[src/hdl/dq_pkg.sv]
// ----------------------------------------------------------------------------
// dq_pkg: shared types and constants of the double-ended queue
// Operation codes, payload widths and the control word of a cell row.
// ----------------------------------------------------------------------------
package dq_pkg;

	localparam int DEF_CAPACITY   = 16;
	localparam int DEF_WORD_WIDTH = 64;

	localparam int OP_W   = 3;
	localparam int DATA_W = 64;
	localparam int OCC_W  = 5;

	typedef enum logic [OP_W-1:0] {
		OP_PUSH_FRONT = 3'd0,
		OP_PUSH_BACK  = 3'd1,
		OP_POP_FRONT  = 3'd2,
		OP_POP_BACK   = 3'd3,
		OP_REVERSE    = 3'd4,
		OP_QUERY      = 3'd5
	} op_t;

	typedef logic [OP_W-1:0]   op_code_t;
	typedef logic [DATA_W-1:0] data_t;
	typedef logic [OCC_W-1:0]  occ_t;

	// per-cycle command broadcast along one row of cells
	typedef struct packed {
		logic shift_up;   // every cell takes its lower neighbor, cell 0 takes the new word
		logic shift_down; // every cell takes its upper neighbor
		logic insert;     // the cell whose index equals the count takes the new word
	} row_ctl_t;

endpackage

[src/hdl/dq_req_if.sv]
// ----------------------------------------------------------------------------
// dq_req_if: operation channel
// Valid/ready channel carrying one queue operation and its word.
// ----------------------------------------------------------------------------
interface dq_req_if;
	logic              valid;
	logic              ready;
	dq_pkg::op_code_t  op;
	dq_pkg::data_t     value;

	modport source (output valid, output op, output value, input ready);
	modport sink   (input valid, input op, input value, output ready);
endinterface

[src/hdl/dq_rsp_if.sv]
// ----------------------------------------------------------------------------
// dq_rsp_if: result channel
// Valid/ready channel carrying the queue status after one operation.
// ----------------------------------------------------------------------------
interface dq_rsp_if;
	logic          valid;
	logic          ready;
	dq_pkg::data_t front_word;
	dq_pkg::data_t back_word;
	dq_pkg::occ_t  occupancy;
	logic          is_empty;
	logic          op_error;

	modport source (output valid, output front_word, output back_word, output occupancy,
		output is_empty, output op_error, input ready);
	modport sink   (input valid, input front_word, input back_word, input occupancy,
		input is_empty, input op_error, output ready);
endinterface

[src/hdl/double_ended_queue_unit.sv]
// ----------------------------------------------------------------------------
// double_ended_queue_unit: bounded double-ended queue
// Operations arrive on req (op, value); one status result per operation
// leaves on rsp (front_word, back_word, occupancy, is_empty, op_error).
// An operation is a transfer on req when valid and ready are high. It is
// applied at that clock edge and its result is presented on rsp from the
// next cycle on; one operation can be taken every cycle while rsp keeps
// up. When rsp stalls, req.ready drops until the waiting result has been
// transferred; the queue does not change.
// The words are kept twice, in two rows of cells: one row has the low end
// of the queue in its first cell, the other row the high end. A push shifts
// the row of its own end and drops the word into the other row just past
// its last word; a pop shifts its own row only. Both ends are thus always
// in a fixed cell. Reverse flips which physical end is the front.
// Errors (pop or reverse when empty, push when full) leave the queue as is.
// Reset empties the queue and clears the direction; stored words keep
// whatever they hold and are never shown while unwritten.
// ----------------------------------------------------------------------------
module double_ended_queue_unit #(
	parameter int CAPACITY   = dq_pkg::DEF_CAPACITY,
	parameter int WORD_WIDTH = dq_pkg::DEF_WORD_WIDTH
) (
	input  logic    clk,
	input  logic    arst_n,
	dq_req_if.sink  req,
	dq_rsp_if.source rsp
);
	import dq_pkg::*;

	localparam int CNT_W = $clog2(CAPACITY + 1);

	logic [CNT_W-1:0]      count_q;
	logic                  rev_q;
	logic                  rsp_valid_q;
	logic                  err_q;

	logic                  xfer;
	logic                  full;
	logic                  empty;
	logic                  fwd;
	logic [WORD_WIDTH-1:0] new_word;
	row_ctl_t              low_ctl;
	row_ctl_t              high_ctl;
	logic                  err;
	logic [CNT_W-1:0]      count_d;
	logic                  rev_d;
	logic [WORD_WIDTH-1:0] low_word;
	logic [WORD_WIDTH-1:0] high_word;
	logic [WORD_WIDTH-1:0] front_w;
	logic [WORD_WIDTH-1:0] back_w;

	assign req.ready = !rsp_valid_q || rsp.ready;
	assign xfer      = req.valid && req.ready;
	assign full      = count_q == CNT_W'(CAPACITY);
	assign empty     = count_q == '0;
	assign fwd       = !rev_q;
	assign new_word  = req.value[WORD_WIDTH-1:0];

	always_comb begin
		low_ctl  = '0;
		high_ctl = '0;
		err      = 1'b0;
		count_d  = count_q;
		rev_d    = rev_q;
		unique case (op_t'(req.op))
			OP_PUSH_FRONT, OP_PUSH_BACK: begin
				if (full) begin
					err = 1'b1;
				end else begin
					// low end takes the push when front and forward agree
					if ((op_t'(req.op) == OP_PUSH_FRONT) == fwd) begin
						low_ctl.shift_up = 1'b1;
						high_ctl.insert  = 1'b1;
					end else begin
						high_ctl.shift_up = 1'b1;
						low_ctl.insert    = 1'b1;
					end
					count_d = count_q + 1'b1;
				end
			end
			OP_POP_FRONT, OP_POP_BACK: begin
				if (empty) begin
					err = 1'b1;
				end else begin
					if ((op_t'(req.op) == OP_POP_FRONT) == fwd) begin
						low_ctl.shift_down = 1'b1;
					end else begin
						high_ctl.shift_down = 1'b1;
					end
					count_d = count_q - 1'b1;
				end
			end
			OP_REVERSE: begin
				if (empty) begin
					err = 1'b1;
				end else begin
					rev_d = !rev_q;
				end
			end
			default: begin
			end
		endcase
		if (!xfer) begin
			low_ctl  = '0;
			high_ctl = '0;
		end
	end

	always_ff @(posedge clk or negedge arst_n) begin
		if (!arst_n) begin
			count_q     <= '0;
			rev_q       <= 1'b0;
			rsp_valid_q <= 1'b0;
			err_q       <= 1'b0;
		end else begin
			if (xfer) begin
				count_q <= count_d;
				rev_q   <= rev_d;
				err_q   <= err;
			end
			if (xfer) begin
				rsp_valid_q <= 1'b1;
			end else if (rsp.ready) begin
				rsp_valid_q <= 1'b0;
			end
		end
	end

	dq_row #(
		.CAPACITY   (CAPACITY),
		.WORD_WIDTH (WORD_WIDTH)
	) u_low_row (
		.clk      (clk),
		.ctl      (low_ctl),
		.count    (count_q),
		.new_word (new_word),
		.end_word (low_word)
	);

	dq_row #(
		.CAPACITY   (CAPACITY),
		.WORD_WIDTH (WORD_WIDTH)
	) u_high_row (
		.clk      (clk),
		.ctl      (high_ctl),
		.count    (count_q),
		.new_word (new_word),
		.end_word (high_word)
	);

	// result is read straight from the state registers; they hold while it waits
	always_comb begin
		if (empty) begin
			front_w = '0;
			back_w  = '0;
		end else if (rev_q) begin
			front_w = high_word;
			back_w  = low_word;
		end else begin
			front_w = low_word;
			back_w  = high_word;
		end
	end

	assign rsp.valid      = rsp_valid_q;
	assign rsp.front_word = DATA_W'(front_w);
	assign rsp.back_word  = DATA_W'(back_w);
	assign rsp.occupancy  = OCC_W'(count_q);
	assign rsp.is_empty   = empty;
	assign rsp.op_error   = err_q;

endmodule

[src/hdl/dq_cell.sv]
// ----------------------------------------------------------------------------
// dq_cell: one storage cell of a row
// Holds one word; shifts from either neighbor or loads the new word.
// ----------------------------------------------------------------------------
module dq_cell #(
	parameter int WORD_WIDTH = dq_pkg::DEF_WORD_WIDTH
) (
	input  logic                  clk,
	input  dq_pkg::row_ctl_t      ctl,
	input  logic                  hit,
	input  logic [WORD_WIDTH-1:0] new_word,
	input  logic [WORD_WIDTH-1:0] lower_word,
	input  logic [WORD_WIDTH-1:0] upper_word,
	output logic [WORD_WIDTH-1:0] word
);
	import dq_pkg::*;

	logic [WORD_WIDTH-1:0] word_q;

	always_ff @(posedge clk) begin
		if (ctl.shift_up) begin
			word_q <= lower_word;
		end else if (ctl.shift_down) begin
			word_q <= upper_word;
		end else if (ctl.insert && hit) begin
			word_q <= new_word;
		end
	end

	assign word = word_q;

endmodule

[src/hdl/dq_row.sv]
// ----------------------------------------------------------------------------
// dq_row: row of storage cells
// Cell 0 holds the end of the queue seen from this row; data steps one cell
// per cycle on a shift, and an insert lands in the cell just past the last word.
// ----------------------------------------------------------------------------
module dq_row #(
	parameter int CAPACITY   = dq_pkg::DEF_CAPACITY,
	parameter int WORD_WIDTH = dq_pkg::DEF_WORD_WIDTH,
	localparam int CNT_W     = $clog2(CAPACITY + 1)
) (
	input  logic                  clk,
	input  dq_pkg::row_ctl_t      ctl,
	input  logic [CNT_W-1:0]      count,
	input  logic [WORD_WIDTH-1:0] new_word,
	output logic [WORD_WIDTH-1:0] end_word
);
	import dq_pkg::*;

	logic [WORD_WIDTH-1:0] words [CAPACITY];

	for (genvar i = 0; i < CAPACITY; i++) begin : g_cell
		logic [WORD_WIDTH-1:0] lower;
		logic [WORD_WIDTH-1:0] upper;

		if (i == 0) begin : g_first
			assign lower = new_word;
		end else begin : g_mid
			assign lower = words[i-1];
		end

		if (i == CAPACITY - 1) begin : g_last
			assign upper = words[i];
		end else begin : g_inner
			assign upper = words[i+1];
		end

		dq_cell #(
			.WORD_WIDTH(WORD_WIDTH)
		) u_cell (
			.clk        (clk),
			.ctl        (ctl),
			.hit        (count == CNT_W'(i)),
			.new_word   (new_word),
			.lower_word (lower),
			.upper_word (upper),
			.word       (words[i])
		);
	end

	assign end_word = words[0];

endmodule

[src/flat_wrapper.sv]
// flat-port wrapper written by rule: the top's interface ports become plain ports
module double_ended_queue_unit_flat import dq_pkg::*;
#(
	parameter int CAPACITY   = dq_pkg::DEF_CAPACITY,
	parameter int WORD_WIDTH = dq_pkg::DEF_WORD_WIDTH
)
  (clk, arst_n, req_valid, req_op, req_value, req_ready, rsp_valid, rsp_front_word, rsp_back_word, rsp_occupancy, rsp_is_empty, rsp_op_error, rsp_ready);
  dq_req_if req_i ();
  dq_rsp_if rsp_i ();
  input  logic clk;
  input  logic arst_n;
  input wire logic [$bits(req_i.valid)-1:0] req_valid;
  input wire logic [$bits(req_i.op)-1:0] req_op;
  input wire logic [$bits(req_i.value)-1:0] req_value;
  output wire logic [$bits(req_i.ready)-1:0] req_ready;
  output wire logic [$bits(rsp_i.valid)-1:0] rsp_valid;
  output wire logic [$bits(rsp_i.front_word)-1:0] rsp_front_word;
  output wire logic [$bits(rsp_i.back_word)-1:0] rsp_back_word;
  output wire logic [$bits(rsp_i.occupancy)-1:0] rsp_occupancy;
  output wire logic [$bits(rsp_i.is_empty)-1:0] rsp_is_empty;
  output wire logic [$bits(rsp_i.op_error)-1:0] rsp_op_error;
  input wire logic [$bits(rsp_i.ready)-1:0] rsp_ready;
  assign req_i.valid = req_valid;
  assign req_i.op = req_op;
  assign req_i.value = req_value;
  assign req_ready = req_i.ready;
  assign rsp_valid = rsp_i.valid;
  assign rsp_front_word = rsp_i.front_word;
  assign rsp_back_word = rsp_i.back_word;
  assign rsp_occupancy = rsp_i.occupancy;
  assign rsp_is_empty = rsp_i.is_empty;
  assign rsp_op_error = rsp_i.op_error;
  assign rsp_i.ready = rsp_ready;
  double_ended_queue_unit #(.CAPACITY(CAPACITY), .WORD_WIDTH(WORD_WIDTH)) u_core (.clk(clk), .arst_n(arst_n), .req(req_i), .rsp(rsp_i));
endmodule
[config.mk]
export PLATFORM = sky130hd
export DESIGN_NAME = double_ended_queue_unit_flat
export DESIGN_NICKNAME = d
export VERILOG_FILES = /design/src/hdl/dq_pkg.sv /design/src/hdl/dq_req_if.sv /design/src/hdl/dq_rsp_if.sv /design/src/hdl/double_ended_queue_unit.sv /design/src/hdl/dq_cell.sv /design/src/hdl/dq_row.sv /design/src/flat_wrapper.sv
export SDC_FILE = /design/constraint.sdc
export NUM_CORES = 2
export LEC_CHECK = 0
export ABC_AREA = 0
export BUFFER_PORTS_ARGS = -buffer_cell sky130_fd_sc_hd__buf_4
export CORE_MARGIN = 5
export CORE_UTILIZATION = 23
export CTS_CLUSTER_SIZE = 40
export DETAILED_ROUTE_END_ITERATION = 10
export MAX_ROUTING_LAYER = met4
export PLACE_DENSITY = 0.33
export SLEW_MARGIN = 25
export SYNTH_ARGS = -nofsm -noshare
export SYNTH_HDL_FRONTEND = slang
export SYNTH_HIERARCHICAL = 1
export SYNTH_SLANG_ARGS = --single-unit
[constraint.sdc]
create_clock -name clk -period 26.1 [get_ports clk]
set_input_delay 3.915 -clock clk [delete_from_list [all_inputs] [get_ports clk]]
set_output_delay 3.915 -clock clk [all_outputs]
set_load 0.1 [all_outputs]
# Word level (Yosys, flattened, before mapping)
# Cells that the tools add are included.
# word_totals
ram_bits	0
out_inout_bits	137
latchBits	0
input_bits	71
elab_cells	266
mem_count	0
romBits	0
ff_bits	2056
# op_classes
n_shift	0
n_eq_ne	26
bitwise	1
order_cmp	0
addsub	2
div	0
n_mux	122
mul	0
n_reduce_logical	79
# op_table
cell	count
64-bit two-way mux	100
3-bit nonzero test	30
5-bit by 4-bit equality test with 1-bit output, second input constant	8
1-bit logical AND	33
5-bit by 3-bit equality test with 1-bit output, second input constant	4
1-bit two-way mux	16
5-bit by 2-bit equality test with 1-bit output, second input constant	2
5-bit two-way mux	2
5-bit case mux with 2 select lines	1
2-bit nonzero test	4
3-bit by 2-bit equality test with 1-bit output, second input constant	2
3-bit two-way mux	2
5-bit by 1-bit adder with 5-bit output, second input constant	1
5-bit by 1-bit equality test with 1-bit output, second input constant	1
5-bit equality test, second input constant	1
5-bit logical NOT	1
5-bit by 1-bit subtractor with 5-bit output, second input constant	1
2-bit by 1-bit inequality test with 1-bit output, second input constant	2
2-bit inequality test, second input constant	2
2-bit AND reduction	2
4-bit AND reduction	1
2-bit OR reduction	2
3-bit by 1-bit equality test with 1-bit output, second input constant	1
3-bit equality test, second input constant	1
other kinds (8)	10

# Longest topological paths before layout
# logic_depth
word_depth	10
mapped_depth	8
mapped_depth_nobuf	7

# Hierarchy
# Netlist, hierarchy kept.
# modules_own_cells
module	instances	seq_area_each_um2	area_each_um2	cells_each
dq_cell	32	1921.8	3285.7	278
double_ended_queue_unit	1	200.2	2471.1	343
dq_row	2	0.0	112.6	23

# Least setup slack after synthesis
# Ideal clock, no wire load.
# synth_timing
path_type	input to register
startpoint	input port rsp_ready
endpoint	register u_core.u_low_row.g_cell[0].u_cell.word_q[0], enable pin
path_buffers	1
required_time_ns	25.679
stages	6
setup_ns	0.421
setup_slack_ns	11.847
arrival_time_ns	13.832
cell_sequence	nand2b_1 -> nand2_1 -> or2_2 -> a2111oi_0 -> buf_2 -> a211o_1
# synth_via
elab_chain_len	5
# synth_rtl
item	line_no	rtl
start, declared	flat_wrapper.sv:22	input wire logic [$bits(rsp_i.ready)-1:0] rsp_ready;
1-bit logical OR (*)	double_ended_queue_unit.sv:52	assign req.ready = !rsp_valid_q || rsp.ready;
1-bit logical AND (*)	double_ended_queue_unit.sv:53	assign xfer = req.valid && req.ready;
3-bit two-way mux (*)	double_ended_queue_unit.sv:103	if (!xfer) begin
1-bit logical AND	dq_cell.sv:25	end else if (ctl.insert && hit) begin
3-bit nonzero test (no line) (*)	--	
end signal, assigned	dq_cell.sv:22	word_q <= lower_word;
end signal, assigned	dq_cell.sv:24	word_q <= upper_word;
end signal, assigned	dq_cell.sv:26	word_q <= new_word;
end, declared	dq_cell.sv:18	logic [WORD_WIDTH-1:0] word_q;
# Every way passes the cells marked *; elsewhere a longest branch is shown, timed or not.
# A chain may end at the register's enable or synchronous reset.

==> flow_summary.yaml <==
synth:
  synth_ff_type: "edfxtp_1"
  syn_area_sq_um: 108000
  yosys.area.top_type_share_pct: 57.0
  yosysSeqAreaShare_pct: 57.2
  synth.area.top_cells: "edfxtp_1, mux2i_1, o21ai_1"
  synthCells: 9285
  syn_nets: 9358
  ys_types: 36
  synth_warnings: 6
  yosysTopAreaCell: "edfxtp_1"
  syn_area_per_cell_sq_um: 11.6
  ys_async_sr_fraction_pct: 0.389
  yosys_register_bits: 2056
  synth-edff-count: 2048
grt:
  grt_overflow: 0
  grt_pass1_wl_microns: 523000
  grt_pass1_vias: 75900
  grt_max_degree: 245
  grt.total_usage_pct: 14.7
  antenna_found_initial: 36
sta:
  max_freq_mhz: 93.0
  worst_pin_slew_ns: 1.10
  hold_viol: 0
  setup_violations: 0
  skew_ns: 0.0273
  maxSlewHeadroom_pct: 26.8
  grt_setup_unrepaired: "false"
  finalCriticalPeriod_ns: 10.76
  setup_tns_ns: 0
  whs_ns: 0.527
  final_max_slew_viol_count: 0
  post-route-period-util_pct: 41.2
floorplanning:
  die_height_microns: 695
  core_area_sq_um: 467000
  die_w_microns: 695
  die-area_sq_um: 483000
  rows: 251
  start_util_pct: 23.1
  num_io_pins: 208
setup_path:
  slowest_delay_ns: 0.81
  crit_top_cell: "buf_4"
  cp_cell_sequence: "buf_4, nand2b_1, nand2_1, or2_2, a2111oi_2, buf_4, buf_4, buf_4, buf_4, buf_4, buf_4, buf_4, buf_12, o21ai_1"
  r2r-start: "u_core/rsp.occupancy[1]$_DFFE_PN0P_"
  worstSetupPathType: "in2reg"
  critPathTopFamily: "buffers and inverters"
  startpoint: "rsp_ready"
  crit_buf_inv: 9
  endpoint_kind: "flop"
  worstPathArrival_ns: 11.33
  cp-start-kind: "input pin"
  worstPathRequired_ns: 26.67
  crit_path_top_delay_cell: "buf_4"
  crit_path_max_fanout: 244
clock_tree:
  htreeDepth: 5
  clkLatencyLatePin_ns: 0.88
  clkSinkCount: 2056
  post-cts-setup-buffers: 0
  numCtsBuffers: 268
  tritoncts: "built"
  clockBufferDepth: 4
  cts_resized: 0
  postCtsHoldBufs: 0
  clockRootBuffer: "clkbuf_16"
  clk_pin_slew_ns: 0.05
route:
  drtAntennaViolNets: 0
  wl_per_cell_microns: 23.0
  first_iter_violations: 4843
  post-route-drc-count: 0
  dr_total_vias: 73200
  routed_wl_microns: 358000
  drt-vias-per-instance: 4.70
  dr.pass1.iters: 6
worst_hold_path:
  worstHoldPathType: "reg2reg"
  hold_start: "u_core/rsp.op_error$_DFFE_PN0P_"
finish:
  layout_commonest_cell: "mux2i_1"
  seqCellArea_sq_um: 61700
  fillers: 49200
  multi_input_area_sq_um: 41300
  drive_gt1_share_pct: 7.64
  nets: 9275
  stdcell_count: 15600
  syn_to_final_growth_pct: 12.9
  mostFrequentLayoutCells: "mux2i_1, nand2_1, o21ai_1, edfxtp_1, buf_4"
place:
  globalplace.congestion: 0.736
  hpwl_microns: 216000
  portBuffers: 207
  dpl.cell_count: 15100
power_and_ir_drop:
  ir_drop_mv: 0.0737
  p_leak_nw: 34.1
  power.density_nw_per_um2: 83.9
outcome:
  outcome: "complete, no violations"
job:
  drv_cap: 0
[power by group]
| group | switching [mW] | internal (mW) |
|---|---|---|
| sequential | 0.211 | 4.12 |
| clock | 1.49 | 2.04 |
| combinational | 1.78 | 0.574 |
[flip-flops by register name, summed over array words and instances, names as in the netlist]
| signal | count |
|---|---|
| u_core/rsp.valid | 1 |
| u_core/rsp.op_error | 1 |
| u_core/u_low_row/g_cell.u_cell/word | 1024 |
| u_core/u_high_row/g_cell.u_cell/word | 1024 |
| u_core/rsp.occupancy | 5 |
| u_core/rev_q | 1 |
[cell usage after synthesis, types with 4 or more instances]
cell / number
mux2i_1: 2176
nand2_1: 2052
edfxtp_1: 2048
o21ai_1: 2048
clkbuf_1: 261
buf_2: 209
buf_8: 160
nor2_1: 155
buf_4: 41
a211o_1: 32
buf_6: 32
nor3_1: 10
dfrtp_1: 8
nand2b_1: 8
or3_1: 4
or3b_1: 4
xnor2_1: 4
xor2_1: 4
[cell families (layout without fill, tap and decap cells)]
group	Yosys count	count (layout)	share of synthesized area (%)
compound gates	2094	2094	9.86
xor+xnor	8	8	0.0650
fa+ha+maj	2	2	0.0232
buf+inv	705	810	4.73
flops	2056	2056	57.2
mux	2177	2177	20.2
other cells	0	4	0
simple gates	2243	2243	7.90
[through the flow]
step,worst slack (ns),util (%),power [mW],area (sq um)
after floorplan,11.85,-,5.96,108000
after global placement,14.73,24.3,6.79,114000
after detailed placement,14.67,24.3,6.81,114000
after CTS,15.66,26.0,10.4,122000
after global routing,14.86,26.0,10.7,122000
final,15.34,26.0,10.2,122000
[worst paths after layout]
check	to	cells after the start	slack (ns)
max	u_core/u_high_row/g_cell[1].u_cell/word[4]$_DFFE_PP_	14	15.34
min	u_core/rsp.op_error$_DFFE_PN0P_	1	0.53
max reg2reg	u_core/u_high_row/g_cell[1].u_cell/word[4]$_DFFE_PP_	12	17.82
min reg2reg	u_core/rsp.op_error$_DFFE_PN0P_	1	0.53
max in group asynchronous	u_core/rev_q$_DFFE_PN0P_	1	23.08
min in group asynchronous	u_core/rsp.valid$_DFFE_PN0P_	1	2.86
[per-layer routing]
metal | global-route usage, % | vias to the layer above | wire length (microns)
met5 | - | - | 0
met1 | 18.5 | 37600 | 161000
met4 | 3.62 | 0 | 9020
li1 | - | 33800 | -
met2 | 25.4 | 1237 | 177000
met3 | 1.41 | 488 | 10600
[final cells by class]
type	count	area share, %
Antenna cell	4	0.00822
Clock buffer	365	6.04
Clock inverter	93	0.556
Inverter	2	0.00617
Multi-Input combinational cell	6524	34.0
Sequential cell	2056	50.7
Tap cell	6198	6.37
Timing Repair Buffer	350	2.35
No activity file was read; power rests on OpenSTA's default activity.
